$ cat src/rtl/esd_pkg.sv
// Shared types and constants of the escape sequence decoder.
package esd_pkg;

    // Decoder modes
    localparam logic [1:0] MODE_NORMAL = 2'd0;
    localparam logic [1:0] MODE_ESC    = 2'd1;
    localparam logic [1:0] MODE_DIGITS = 2'd2;

    // Result kinds
    localparam logic KIND_DATA   = 1'b0;
    localparam logic KIND_STATUS = 1'b1;

    // Status codes
    localparam logic [1:0] ST_OK        = 2'd0;
    localparam logic [1:0] ST_MISSING   = 2'd1;
    localparam logic [1:0] ST_OVER      = 2'd2;
    localparam logic [1:0] ST_MALFORMED = 2'd3;

    // Input characters
    localparam logic [7:0] CH_BSL  = 8'h5C;
    localparam logic [7:0] CH_ZERO = 8'h30;
    localparam logic [7:0] CH_NINE = 8'h39;
    localparam logic [7:0] CH_B    = 8'h62;
    localparam logic [7:0] CH_F    = 8'h66;
    localparam logic [7:0] CH_N    = 8'h6E;
    localparam logic [7:0] CH_R    = 8'h72;
    localparam logic [7:0] CH_T    = 8'h74;

    // Decoded control bytes
    localparam logic [7:0] BYTE_BS  = 8'd8;
    localparam logic [7:0] BYTE_TAB = 8'd9;
    localparam logic [7:0] BYTE_LF  = 8'd10;
    localparam logic [7:0] BYTE_FF  = 8'd12;
    localparam logic [7:0] BYTE_CR  = 8'd13;

    // Limits
    localparam logic [7:0] CTRL_MAX  = 8'd31;
    localparam logic [7:0] DEL_BYTE  = 8'd127;
    localparam logic [9:0] BYTE_MAX  = 10'd255;
    localparam logic [1:0] RUN_MAX   = 2'd3;

    // One result item
    typedef struct packed {
        logic       kind;
        logic [7:0] out_byte;
        logic [1:0] status;
        logic       last;
    } result_t;

    // All results caused by one input byte; cnt is 0..3
    typedef struct packed {
        logic [1:0]        cnt;
        result_t [2:0]     res;
    } bundle_t;

    // Decoder state
    typedef struct packed {
        logic [1:0] mode;
        logic [9:0] value;
        logic [1:0] count;
        logic       dropping;
    } dec_state_t;

endpackage

$ cat src/rtl/esd_decode.sv
// Combinational decode of one byte against the decoder state.
module esd_decode import esd_pkg::*; (
    input  logic [7:0] data_byte,
    input  logic       is_last,
    input  dec_state_t state_i,
    output dec_state_t state_o,
    output bundle_t    bundle_o
);

    logic       is_dec;
    logic [3:0] digit;
    logic [9:0] folded;

    assign is_dec = (data_byte >= CH_ZERO) && (data_byte <= CH_NINE);
    assign digit  = 4'(data_byte - CH_ZERO);
    assign folded = {state_i.value[6:0], 3'b000} | {6'b0, digit};

    always_comb begin
        dec_state_t st;
        result_t [2:0] res;
        logic [1:0] n;
        logic [1:0] err;
        logic       used;
        logic [9:0] run_val;
        logic [7:0] esc_byte;
        logic       esc_bad;

        st       = state_i;
        res      = '0;
        n        = 2'd0;
        err      = ST_OK;
        used     = 1'b0;
        run_val  = 10'd0;
        esc_byte = data_byte;
        esc_bad  = 1'b0;

        if (st.dropping) begin
            // Drop the rest of a failed string
            if (is_last) begin
                st.dropping = 1'b0;
            end
        end else begin
            // Extend or close an open digit run
            if (st.mode[1]) begin
                if (is_dec && st.count != RUN_MAX) begin
                    used     = 1'b1;
                    st.value = folded;
                    st.count = st.count + 2'd1;
                end
                if (!used || st.count == RUN_MAX) begin
                    run_val  = st.value;
                    st.mode  = MODE_NORMAL;
                    st.value = 10'd0;
                    st.count = 2'd0;
                    if (run_val > BYTE_MAX) begin
                        err = ST_OVER;
                    end else begin
                        res[n] = '{kind: KIND_DATA, out_byte: run_val[7:0],
                                   status: ST_OK, last: 1'b0};
                        n = n + 2'd1;
                    end
                end
            end

            // Decode the byte itself
            if (err == ST_OK && !used) begin
                if (st.mode == MODE_NORMAL) begin
                    if (data_byte == CH_BSL) begin
                        st.mode = MODE_ESC;
                    end else begin
                        res[n] = '{kind: KIND_DATA, out_byte: data_byte,
                                   status: ST_OK, last: 1'b0};
                        n = n + 2'd1;
                    end
                end else if (is_dec) begin
                    st.mode  = MODE_DIGITS;
                    st.value = {6'b0, digit};
                    st.count = 2'd1;
                end else begin
                    st.mode = MODE_NORMAL;
                    case (data_byte)
                        CH_B:    esc_byte = BYTE_BS;
                        CH_F:    esc_byte = BYTE_FF;
                        CH_N:    esc_byte = BYTE_LF;
                        CH_R:    esc_byte = BYTE_CR;
                        CH_T:    esc_byte = BYTE_TAB;
                        default: esc_bad = (data_byte <= CTRL_MAX) || data_byte[7]
                                           || (data_byte == DEL_BYTE);
                    endcase
                    if (esc_bad) begin
                        err = ST_MALFORMED;
                    end else begin
                        res[n] = '{kind: KIND_DATA, out_byte: esc_byte,
                                   status: ST_OK, last: 1'b0};
                        n = n + 2'd1;
                    end
                end
            end

            // Close pending escape or run at end of string
            if (err == ST_OK && is_last) begin
                if (st.mode == MODE_ESC) begin
                    err = ST_MISSING;
                end else if (st.mode[1]) begin
                    run_val = st.value;
                    if (run_val > BYTE_MAX) begin
                        err = ST_OVER;
                    end else begin
                        res[n] = '{kind: KIND_DATA, out_byte: run_val[7:0],
                                   status: ST_OK, last: 1'b0};
                        n = n + 2'd1;
                    end
                end
                st.mode  = MODE_NORMAL;
                st.value = 10'd0;
                st.count = 2'd0;
            end

            // Append the closing status
            if (err != ST_OK) begin
                st.mode     = MODE_NORMAL;
                st.value    = 10'd0;
                st.count    = 2'd0;
                st.dropping = !is_last;
                res[n] = '{kind: KIND_STATUS, out_byte: 8'd0, status: err, last: 1'b1};
                n = n + 2'd1;
            end else if (is_last) begin
                res[n] = '{kind: KIND_STATUS, out_byte: 8'd0, status: ST_OK, last: 1'b1};
                n = n + 2'd1;
            end
        end

        state_o      = st;
        bundle_o.cnt = n;
        bundle_o.res = res;
    end

endmodule

$ cat src/rtl/esd_result_queue.sv
// Two-entry queue of result bundles, served one result per request.
module esd_result_queue import esd_pkg::*; (
    input  logic    aclk,
    input  logic    aresetn,
    input  logic    push_valid,
    input  bundle_t push_bundle,
    output logic    push_ready,
    output logic    out_valid,
    input  logic    out_ready,
    output result_t out_res
);

    bundle_t    mem [2];
    logic       wr_ptr_reg, wr_ptr_next;
    logic       rd_ptr_reg, rd_ptr_next;
    logic [1:0] count_reg, count_next;
    logic [1:0] idx_reg, idx_next;
    bundle_t    head;
    logic       fire;
    logic       pop;
    logic       push;

    assign head       = mem[rd_ptr_reg];
    assign push_ready = (count_reg != 2'd2);
    assign push       = push_valid && push_ready;
    assign out_valid  = (count_reg != 2'd0);
    assign out_res    = head.res[idx_reg];
    assign fire       = out_valid && out_ready;
    assign pop        = fire && (idx_reg == head.cnt - 2'd1);

    // Advance pointers, fill count and result index
    always_comb begin
        wr_ptr_next = push ? !wr_ptr_reg : wr_ptr_reg;
        rd_ptr_next = pop ? !rd_ptr_reg : rd_ptr_reg;
        count_next  = count_reg + {1'b0, push} - {1'b0, pop};
        idx_next    = pop ? 2'd0 : (fire ? idx_reg + 2'd1 : idx_reg);
    end

    always_ff @(posedge aclk) begin
        if (!aresetn) begin
            wr_ptr_reg <= 1'b0;
            rd_ptr_reg <= 1'b0;
            count_reg  <= 2'd0;
            idx_reg    <= 2'd0;
        end else begin
            wr_ptr_reg <= wr_ptr_next;
            rd_ptr_reg <= rd_ptr_next;
            count_reg  <= count_next;
            idx_reg    <= idx_next;
        end
    end

    // Store an incoming bundle
    always_ff @(posedge aclk) begin
        if (push) begin
            mem[wr_ptr_reg] <= push_bundle;
        end
    end

endmodule

$ cat src/rtl/escape_sequence_decoder.sv
// Top level of the escaped string decoder.
//
// Input channel s_: one raw byte of an escaped string per request, s_tlast
// marks the final byte of the string. Output channel m_: one result per
// request; m_tuser is 0 for a decoded byte and 1 for the status that closes a
// string, which always carries m_tlast = 1 and the status code in tdata.
// Each request is registered on entry, decoded combinationally against the
// escape state, and any results (up to three) go as one bundle into a
// two-entry result queue. The first result of a request passes the input
// register and the queue before it can be taken. The block takes one
// request per clock while each gives at most one result and m_tready stays
// high; a request with two or three results holds the output for one
// transfer per result, since the output port moves one result per clock.
// Requests dropped after an error give no result and still pass at one per clock.
// Reset clears the escape state, the valid flag of the input register and the queue.
// When the receiver stalls, the queue fills with two bundles and s_tready
// falls as soon as the registered request has results that do not fit;
// no request or result is lost.
module escape_sequence_decoder import esd_pkg::*; (
    input  logic        aclk,
    input  logic        aresetn,
    input  logic        s_tvalid,
    output logic        s_tready,
    input  logic [7:0]  s_tdata,   // [7:0] data_byte
    input  logic        s_tlast,
    output logic        m_tvalid,
    input  logic        m_tready,
    output logic [15:0] m_tdata,   // [7:0] out_byte, [9:8] status, [15:10] zero
    output logic        m_tuser,   // [0] kind
    output logic        m_tlast
);

    logic       in_valid_reg, in_valid_next;
    logic [7:0] in_byte_reg;
    logic       in_last_reg;
    dec_state_t state_reg, state_next;
    bundle_t    bundle;
    logic       push_ready;
    logic       advance;
    logic       push;
    logic       s_accept;
    result_t    out_res;

    esd_decode u_decode (
        .data_byte (in_byte_reg),
        .is_last   (in_last_reg),
        .state_i   (state_reg),
        .state_o   (state_next),
        .bundle_o  (bundle)
    );

    esd_result_queue u_queue (
        .aclk        (aclk),
        .aresetn     (aresetn),
        .push_valid  (push),
        .push_bundle (bundle),
        .push_ready  (push_ready),
        .out_valid   (m_tvalid),
        .out_ready   (m_tready),
        .out_res     (out_res)
    );

    // Hand the registered byte to the decoder when its results fit
    assign advance  = in_valid_reg && ((bundle.cnt == 2'd0) || push_ready);
    assign push     = advance && (bundle.cnt != 2'd0);
    assign s_tready = !in_valid_reg || advance;
    assign s_accept = s_tvalid && s_tready;

    always_comb begin
        in_valid_next = s_accept ? 1'b1 : (advance ? 1'b0 : in_valid_reg);
    end

    always_ff @(posedge aclk) begin
        if (!aresetn) begin
            in_valid_reg <= 1'b0;
            state_reg    <= '{mode: MODE_NORMAL, value: 10'd0, count: 2'd0,
                              dropping: 1'b0};
        end else begin
            in_valid_reg <= in_valid_next;
            if (advance) begin
                state_reg <= state_next;
            end
        end
    end

    // Capture the input byte
    always_ff @(posedge aclk) begin
        if (s_accept) begin
            in_byte_reg <= s_tdata;
            in_last_reg <= s_tlast;
        end
    end

    // Pack the result
    assign m_tdata = {6'b0, out_res.status, out_res.out_byte};
    assign m_tuser = out_res.kind;
    assign m_tlast = out_res.last;

    // A status result always closes the string
    a_status_last: assert property (@(posedge aclk) disable iff (!aresetn)
        m_tvalid && (m_tuser == KIND_STATUS) |-> m_tlast)
        else $error("status result without last");

    // A data result carries no status and never closes the string
    a_data_ok: assert property (@(posedge aclk) disable iff (!aresetn)
        m_tvalid && (m_tuser == KIND_DATA) |-> (m_tdata[9:8] == ST_OK) && !m_tlast)
        else $error("data result with status or last");

    // Dropped bytes give no results
    a_drop_silent: assert property (@(posedge aclk) disable iff (!aresetn)
        advance && state_reg.dropping |-> !push)
        else $error("result pushed while dropping");

    // A digit run count is held exactly while inside a run
    a_run_count: assert property (@(posedge aclk) disable iff (!aresetn)
        (state_reg.mode == MODE_DIGITS) == (state_reg.count != 2'd0))
        else $error("digit count out of step with mode");

endmodule

$ cat config.mk
export PLATFORM = sky130hd
export DESIGN_NAME = escape_sequence_decoder
export DESIGN_NICKNAME = d
export VERILOG_FILES = /design/src/rtl/esd_pkg.sv /design/src/rtl/esd_decode.sv /design/src/rtl/esd_result_queue.sv /design/src/rtl/escape_sequence_decoder.sv
export SDC_FILE = /design/constraint.sdc
export NUM_CORES = 1
export LEC_CHECK = 0
export ABC_AREA = 1
export BUFFER_PORTS_ARGS = -buffer_cell sky130_fd_sc_hd__buf_4
export CORE_ASPECT_RATIO = 1.75
export CORE_UTILIZATION = 60
export CTS_BUF_LIST = sky130_fd_sc_hd__clkbuf_16
export CTS_CLUSTER_SIZE = 8
export DETAILED_ROUTE_END_ITERATION = 10
export PLACE_DENSITY_LB_ADDON = 0.08
export SLEW_MARGIN = 0
export SYNTH_ARGS = -nofsm -noshare
export SYNTH_HDL_FRONTEND = slang
export SYNTH_HIERARCHICAL = 1
export SYNTH_SLANG_ARGS = --single-unit
$ cat constraint.sdc
create_clock -name aclk -period 7.4 [get_ports aclk]
set_input_delay 1.11 -clock aclk [delete_from_list [all_inputs] [get_ports aclk]]
set_output_delay 1.11 -clock aclk [all_outputs]
set_load 0.1 [all_outputs]
# Yosys cells after proc, flatten, opt, wreduce, memory -nomap -nowiden
# Memories as Yosys holds them, arrays and structs flattened. A register that Yosys moved wholly into a read port is not among the register bits.
# Cells that the tools add are included.
op_classes:
  n_reduce_logical: 35
  n_mux: 100
  n_addsub: 9
  eq_ne: 12
  n_bitwise: 6
  n_lt_le_gt_ge: 12
op_table:
  columns: ["cell", "n"]
  rows:
  - ["36-bit 2-to-1 mux", 14]
  - ["36-bit bitwise mux", 4]
  - ["12-bit 2-to-1 mux", 12]
  - ["14-bit 2-to-1 mux", 6]
  - ["12-bit demux with 2-bit select", 3]
  - ["2-bit 2-to-1 mux", 34]
  - ["8-bit by 7-bit == test with 1-bit output (second input constant)", 7]
  - ["8-bit one-hot mux with 5 select lines", 1]
  - ["8-bit 2-to-1 mux", 4]
  - ["30-bit AND", 1]
  - ["30-bit inverter", 1]
  - ["12-bit binary-select mux with 2-bit select", 1]
  - ["10-bit by 8-bit greater-than comparator with 1-bit output (second input constant)", 2]
  - ["1-bit 2-to-1 mux", 19]
  - ["15-bit 2-to-1 mux", 1]
  - ["1-bit logical AND", 13]
  - ["2-bit by 3-bit less-than comparator with 1-bit output (second input constant)", 4]
  - ["11-bit 2-to-1 mux", 1]
  - ["2-bit by 1-bit adder with 2-bit output (second input constant)", 5]
  - ["10-bit by 4-bit bitwise OR with 10-bit output", 1]
  - ["8-bit by 6-bit greater-or-equal comparator with 1-bit output (second input constant)", 1]
  - ["8-bit by 5-bit less-or-equal comparator with 1-bit output (second input constant)", 1]
  - ["8-bit by 6-bit less-or-equal comparator with 1-bit output (second input constant)", 1]
  - ["2-bit logical NOT", 4]
  - ["17 further kinds", 33]
totals:
  input_bits: 13
  elab_cells: 186
  mem_bits_rw: 76
  n_memories: 1
  out_inout_bits: 20
  regBits: 31
memory_table:
  columns: ["name", "words", "width", "rd", "rd_ports_with_merged_regs", "write_ports", "line", "rtl"]
  rows:
  - ["u_queue.mem", 2, 38, 1, 1, 1, "esd_result_queue.sv:13", "bundle_t mem [2];"]

# Depth between registers and ports, before layout
logic_depth:
  ltp_word: 37
  depth_mapped: 30
  mapped_depth_nobuf: 29

# Modules after synthesis
# Netlist, hierarchy kept.
modules_own_cells:
  columns: ["mod", "seq_area_each_um2", "area_each_um2", "cells_each", "instances"]
  rows:
  - ["esd_result_queue", 2422.3, 3270.6, 261, 1]
  - ["esd_decode", 0.0, 2152.1, 449, 1]
  - ["escape_sequence_decoder", 590.6, 1076.0, 123, 1]

# Least setup slack after synthesis
# OpenSTA, ideal clock, no wires.
synth_path:
  path_type: "register to register"
  startpoint: "register in_byte_reg[2]"
  endpoint: "memory u_queue/mem[1][0] (netlist name) (enable)"
  arrival_time_ns: 5.133
  slack_ns: 1.832
  setup_time_ns: 0.435
  required_ns: 6.965
  period_less_slack_ns: 5.568
  path_stages_with_launch: 25
  n_path_buf: 2
  path_cell_list: "edfxtp_1 -> buf_2 -> o21ai_4 -> nand4_2 -> nand2_1 -> inv_1 -> nand2_1 -> clkinv_1 -> buf_2 -> ha_1 -> inv_1 -> nand2_1 -> o21ai_0 -> nand2_1 -> nand2_1 -> inv_1 -> ha_1 -> nand3_1 -> nand2_1 -> ha_1 -> o211a_1 -> or2_1 -> and3_1 -> nand2_1 -> nor2_1"
synth_rtl:
  columns: ["element", "line", "rtl"]
  rows:
  - ["from (decl)", "escape_sequence_decoder.sv:34", "logic [7:0] in_byte_reg;"]
  - ["from (signal assigned)", "escape_sequence_decoder.sv:89", "in_byte_reg <= s_tdata;"]
  - ["to (decl)", "esd_result_queue.sv:13", null]

==> flow_summary.json <==
{
  "outcome": "complete, no violations",
  "grtUsageTotal_pct": 29.7,
  "drtAntennaViolNets": 0,
  "whs_path_depth": 2,
  "syn_area_sq_um": 6500,
  "cts_resized": 0,
  "peakVddDrop_uv": 227,
  "r2r-start": "in_byte_reg[3]",
  "reg2reg_slack_ns": 1.94,
  "first_pass_iters": 5,
  "period_needed_ns": 5.95,
  "drt_iter0_drc": 350,
  "fp.dieH_um": 140,
  "cts_tree": "yes",
  "finalNetCount": 856,
  "dieWidth_um": 80.7,
  "critical_path.cell_chain": "o21ai_4 > nand3_2 > nand2_1 > nand2_1 > nor2_1 > nand2_1 > clkinv_1 > ha_1 > inv_1 > nand2_1 > o21ai_0 > nand2_1 > nand2_1 > inv_1 > ha_1 > nand3_1 > nand2_1 > ha_1 > o211a_1 > or2_1 > nand3_1 > buf_4",
  "crit_end": "s_tready",
  "fin_tns_setup_ns": 0,
  "switching_share_pct": 39.7,
  "combPwrFrac_pct": 32.6,
  "cts_buffers": 9,
  "dp_hpwl_mm": 12.0,
  "start_util_pct": 62.4,
  "dp_worst_setup_slack_ns": 1.84,
  "port_buffers": 26,
  "slew_headroom_pct": 27.2,
  "drc": 0,
  "largest_register_ffs": 76,
  "max_freq_mhz": 168,
  "clkTransAtPathRegs_ns": 0.08,
  "rsz0062_at_grt": "false",
  "cpMaxStageDelayCell": "edfxtp_1",
  "row_count": 49,
  "routabilityCongestion": 0.968,
  "crit_path_start": "in_byte_reg[3]",
  "holdCritPathClass": "reg2reg",
  "start_kind": "flop",
  "synth.ff_latch_count": 108,
  "die_area_sq_um": 11300,
  "cpMostUsedCell": "nand2_1",
  "gr-total-overflow": 0,
  "internal_power_w": 0.00108,
  "critPathKind": "reg2out",
  "clockRootBuffer": "clkbuf_16",
  "rr_worst_depth": 23,
  "seq_power_share_pct": 41.9,
  "fillers": 884,
  "core-area_sq_um": 10400,
  "maxCapViolations": 0,
  "diodes": 0,
  "postSynthCellCount": 833,
  "finalSetupViolCount": 0,
  "grt_max_degree": 41,
  "vias": 5571,
  "worst_pin_slew_ns": 1.09,
  "critPathMaxStageDelay_ns": 0.53,
  "wl_per_cell_um": 16.9,
  "reg2reg_to": "u_queue/mem[0][17]",
  "synth.avg_cell_area_sq_um": 7.80,
  "htree_levels": 3,
  "clock-sinks": 108,
  "finalCoreUtilization_pct": 66.2,
  "layout_setup_ws_ns": 1.45,
  "synthDistinctLibCells": 44,
  "ctsHoldBuffers": 0,
  "p_leak_nw": 3.00,
  "viasPerCell": 5.79,
  "area_growth_pct": 6.18,
  "dp_cells": 946,
  "skew_ns": 0.0119,
  "drv_slew": 0,
  "antenna_found_initial": 0,
  "crit_fanout": 18,
  "finalHoldViolCount": 0,
  "ios": 33,
  "drive_above_1_share_pct": 10.9,
  "worstPathRequired_ns": 6.29,
  "min_period_over_period_pct": 80.4,
  "critPathCaptureType": "output pin",
  "synth_warnings": 6,
  "finalNonFillerCells": 962,
  "yosysSeqAreaShare_pct": 46.4,
  "post_cts_buffers": 0,
  "netSwitchingPower_w": 0.000711,
  "routed_wl_mm": 16.3,
  "clk_latency_ns": 0.34,
  "p_clk_share_pct": 25.4,
  "cp.arrival_ns": 4.84,
  "grt_pass1_wl_mm": 25.2,
  "clockBufferDepth": 2,
  "grt_pass1_vias": 5283,
  "p_per_area_nw_per_um2": 259
}
-- worst min-delay path by stage --
stage | start | endpoint
after floorplan | state_reg[0] | state_reg[0]
after global placement | u_queue/count_reg[1] | u_queue/count_reg[1]
after detailed placement | u_queue/count_reg[1] | u_queue/count_reg[1]
after CTS | u_queue/count_reg[1] | u_queue/count_reg[1]
after global routing | u_queue/count_reg[1] | u_queue/count_reg[1]
final | u_queue/count_reg[1] | u_queue/count_reg[1]
-- kinds of logic (layout without fill, tap and decap cells) --
| group | after synthesis | count (layout) | share of synthesized area [%] |
|---|---|---|---|
| AO/OA/AOI/OAI | 107 | 107 | 9.36 |
| XOR/XNOR | 2 | 2 | 0.270 |
| adder cells (fa/ha/maj) | 13 | 13 | 2.50 |
| buffers and inverters | 140 | 137 | 9.78 |
| flip-flops | 108 | 108 | 46.4 |
| multiplexers | 1 | 1 | 0.347 |
| other | 1 | 6 | 0.0577 |
| AND/OR/NAND/NOR | 461 | 461 | 31.3 |
-- Yosys cell counts, drive strengths merged --
cell type	number	area [sq um]
clkinv	2	7.51
a21oi	23	119
conb	1	3.75
and2	1	6.26
nor3	10	65.1
buf	32	223
nor2	115	478
or2	2	12.5
clkbuf	14	60.1
edfxtp	85	2550
nand3	74	390
nand2	231	895
xnor2	1	8.76
and3	1	6.26
o211a	1	10.0
inv	92	345
nand3b	1	7.51
a21boi	2	18.8
o21ai	68	378
dfxtp	23	460
nand4	26	175
a22oi	1	7.51
o22ai	12	75.1
ha	13	163
mux2i	1	22.5
xor2	1	8.76
-- per-stage QoR --
| stage | total power [W] | area [sq um] | hold WS (ns) |
|---|---|---|---|
| 2_1_floorplan | 0.00122 | 6520 | 0.450 |
| 6_report | 0.00179 | 6900 | 0.511 |
| 4_1_cts | 0.00179 | 6900 | 0.514 |
| 3_3_place_gp | 0.00133 | 6610 | 0.464 |
| 3_5_place_dp | 0.00134 | 6610 | 0.502 |
| 5_1_grt | 0.00186 | 6900 | 0.538 |
-- cell usage in the layout (no fill, tap or decap), drive strengths merged, types with 23 or more instances in the layout --
cell type	count
nand2	231
edfxtp	85
nand3	74
dfxtp	23
nor2	115
nand4	26
o21ai	68
inv	94
a21oi	23
buf	27
-- worst max-delay path: cells and delay by family (launching register included) --
kind | cells | cell delay [ns]
adder cells (fa/ha/maj) | 3 | 1.04
buffers and inverters | 4 | 0.87
AND/OR/NAND/NOR | 12 | 1.53
AO/OA/AOI/OAI | 3 | 0.53
flip-flops | 1 | 0.53
-- area by class of cell --
cell class / count / area [sq um] / area share (%)
Sequential cell: 108 / 3010 / 43.7
Timing Repair Buffer: 27 / 203 / 2.94
Tap cell: 127 / 159 / 2.30
Multi-Input combinational cell: 590 / 2880 / 41.8
Clock inverter: 7 / 63.8 / 0.925
Inverter: 94 / 353 / 5.11
Clock buffer: 9 / 225 / 3.26
-- routing by layer --
| metal | share of wire, % | GRT usage [%] |
|---|---|---|
| met1 | 36 | 30.0 |
| met4 | 6.9 | 22.4 |
| met2 | 54 | 53.7 |
| met5 | 0 | 0 |
| met3 | 3.7 | 3.21 |
-- power groups by stage --
stage / Combinational (W) / Sequential (W) / Clock, W
global route: 0.000626 / 0.000756 / 0.000482
finish: 0.000584 / 0.000751 / 0.000455
detailed placement: 0.000578 / 0.000764 / 0
CTS: 0.000580 / 0.000750 / 0.000462
floorplan: 0.000479 / 0.000744 / 0
global placement: 0.000569 / 0.000761 / 0
Power figures use the tool's default switching activity.
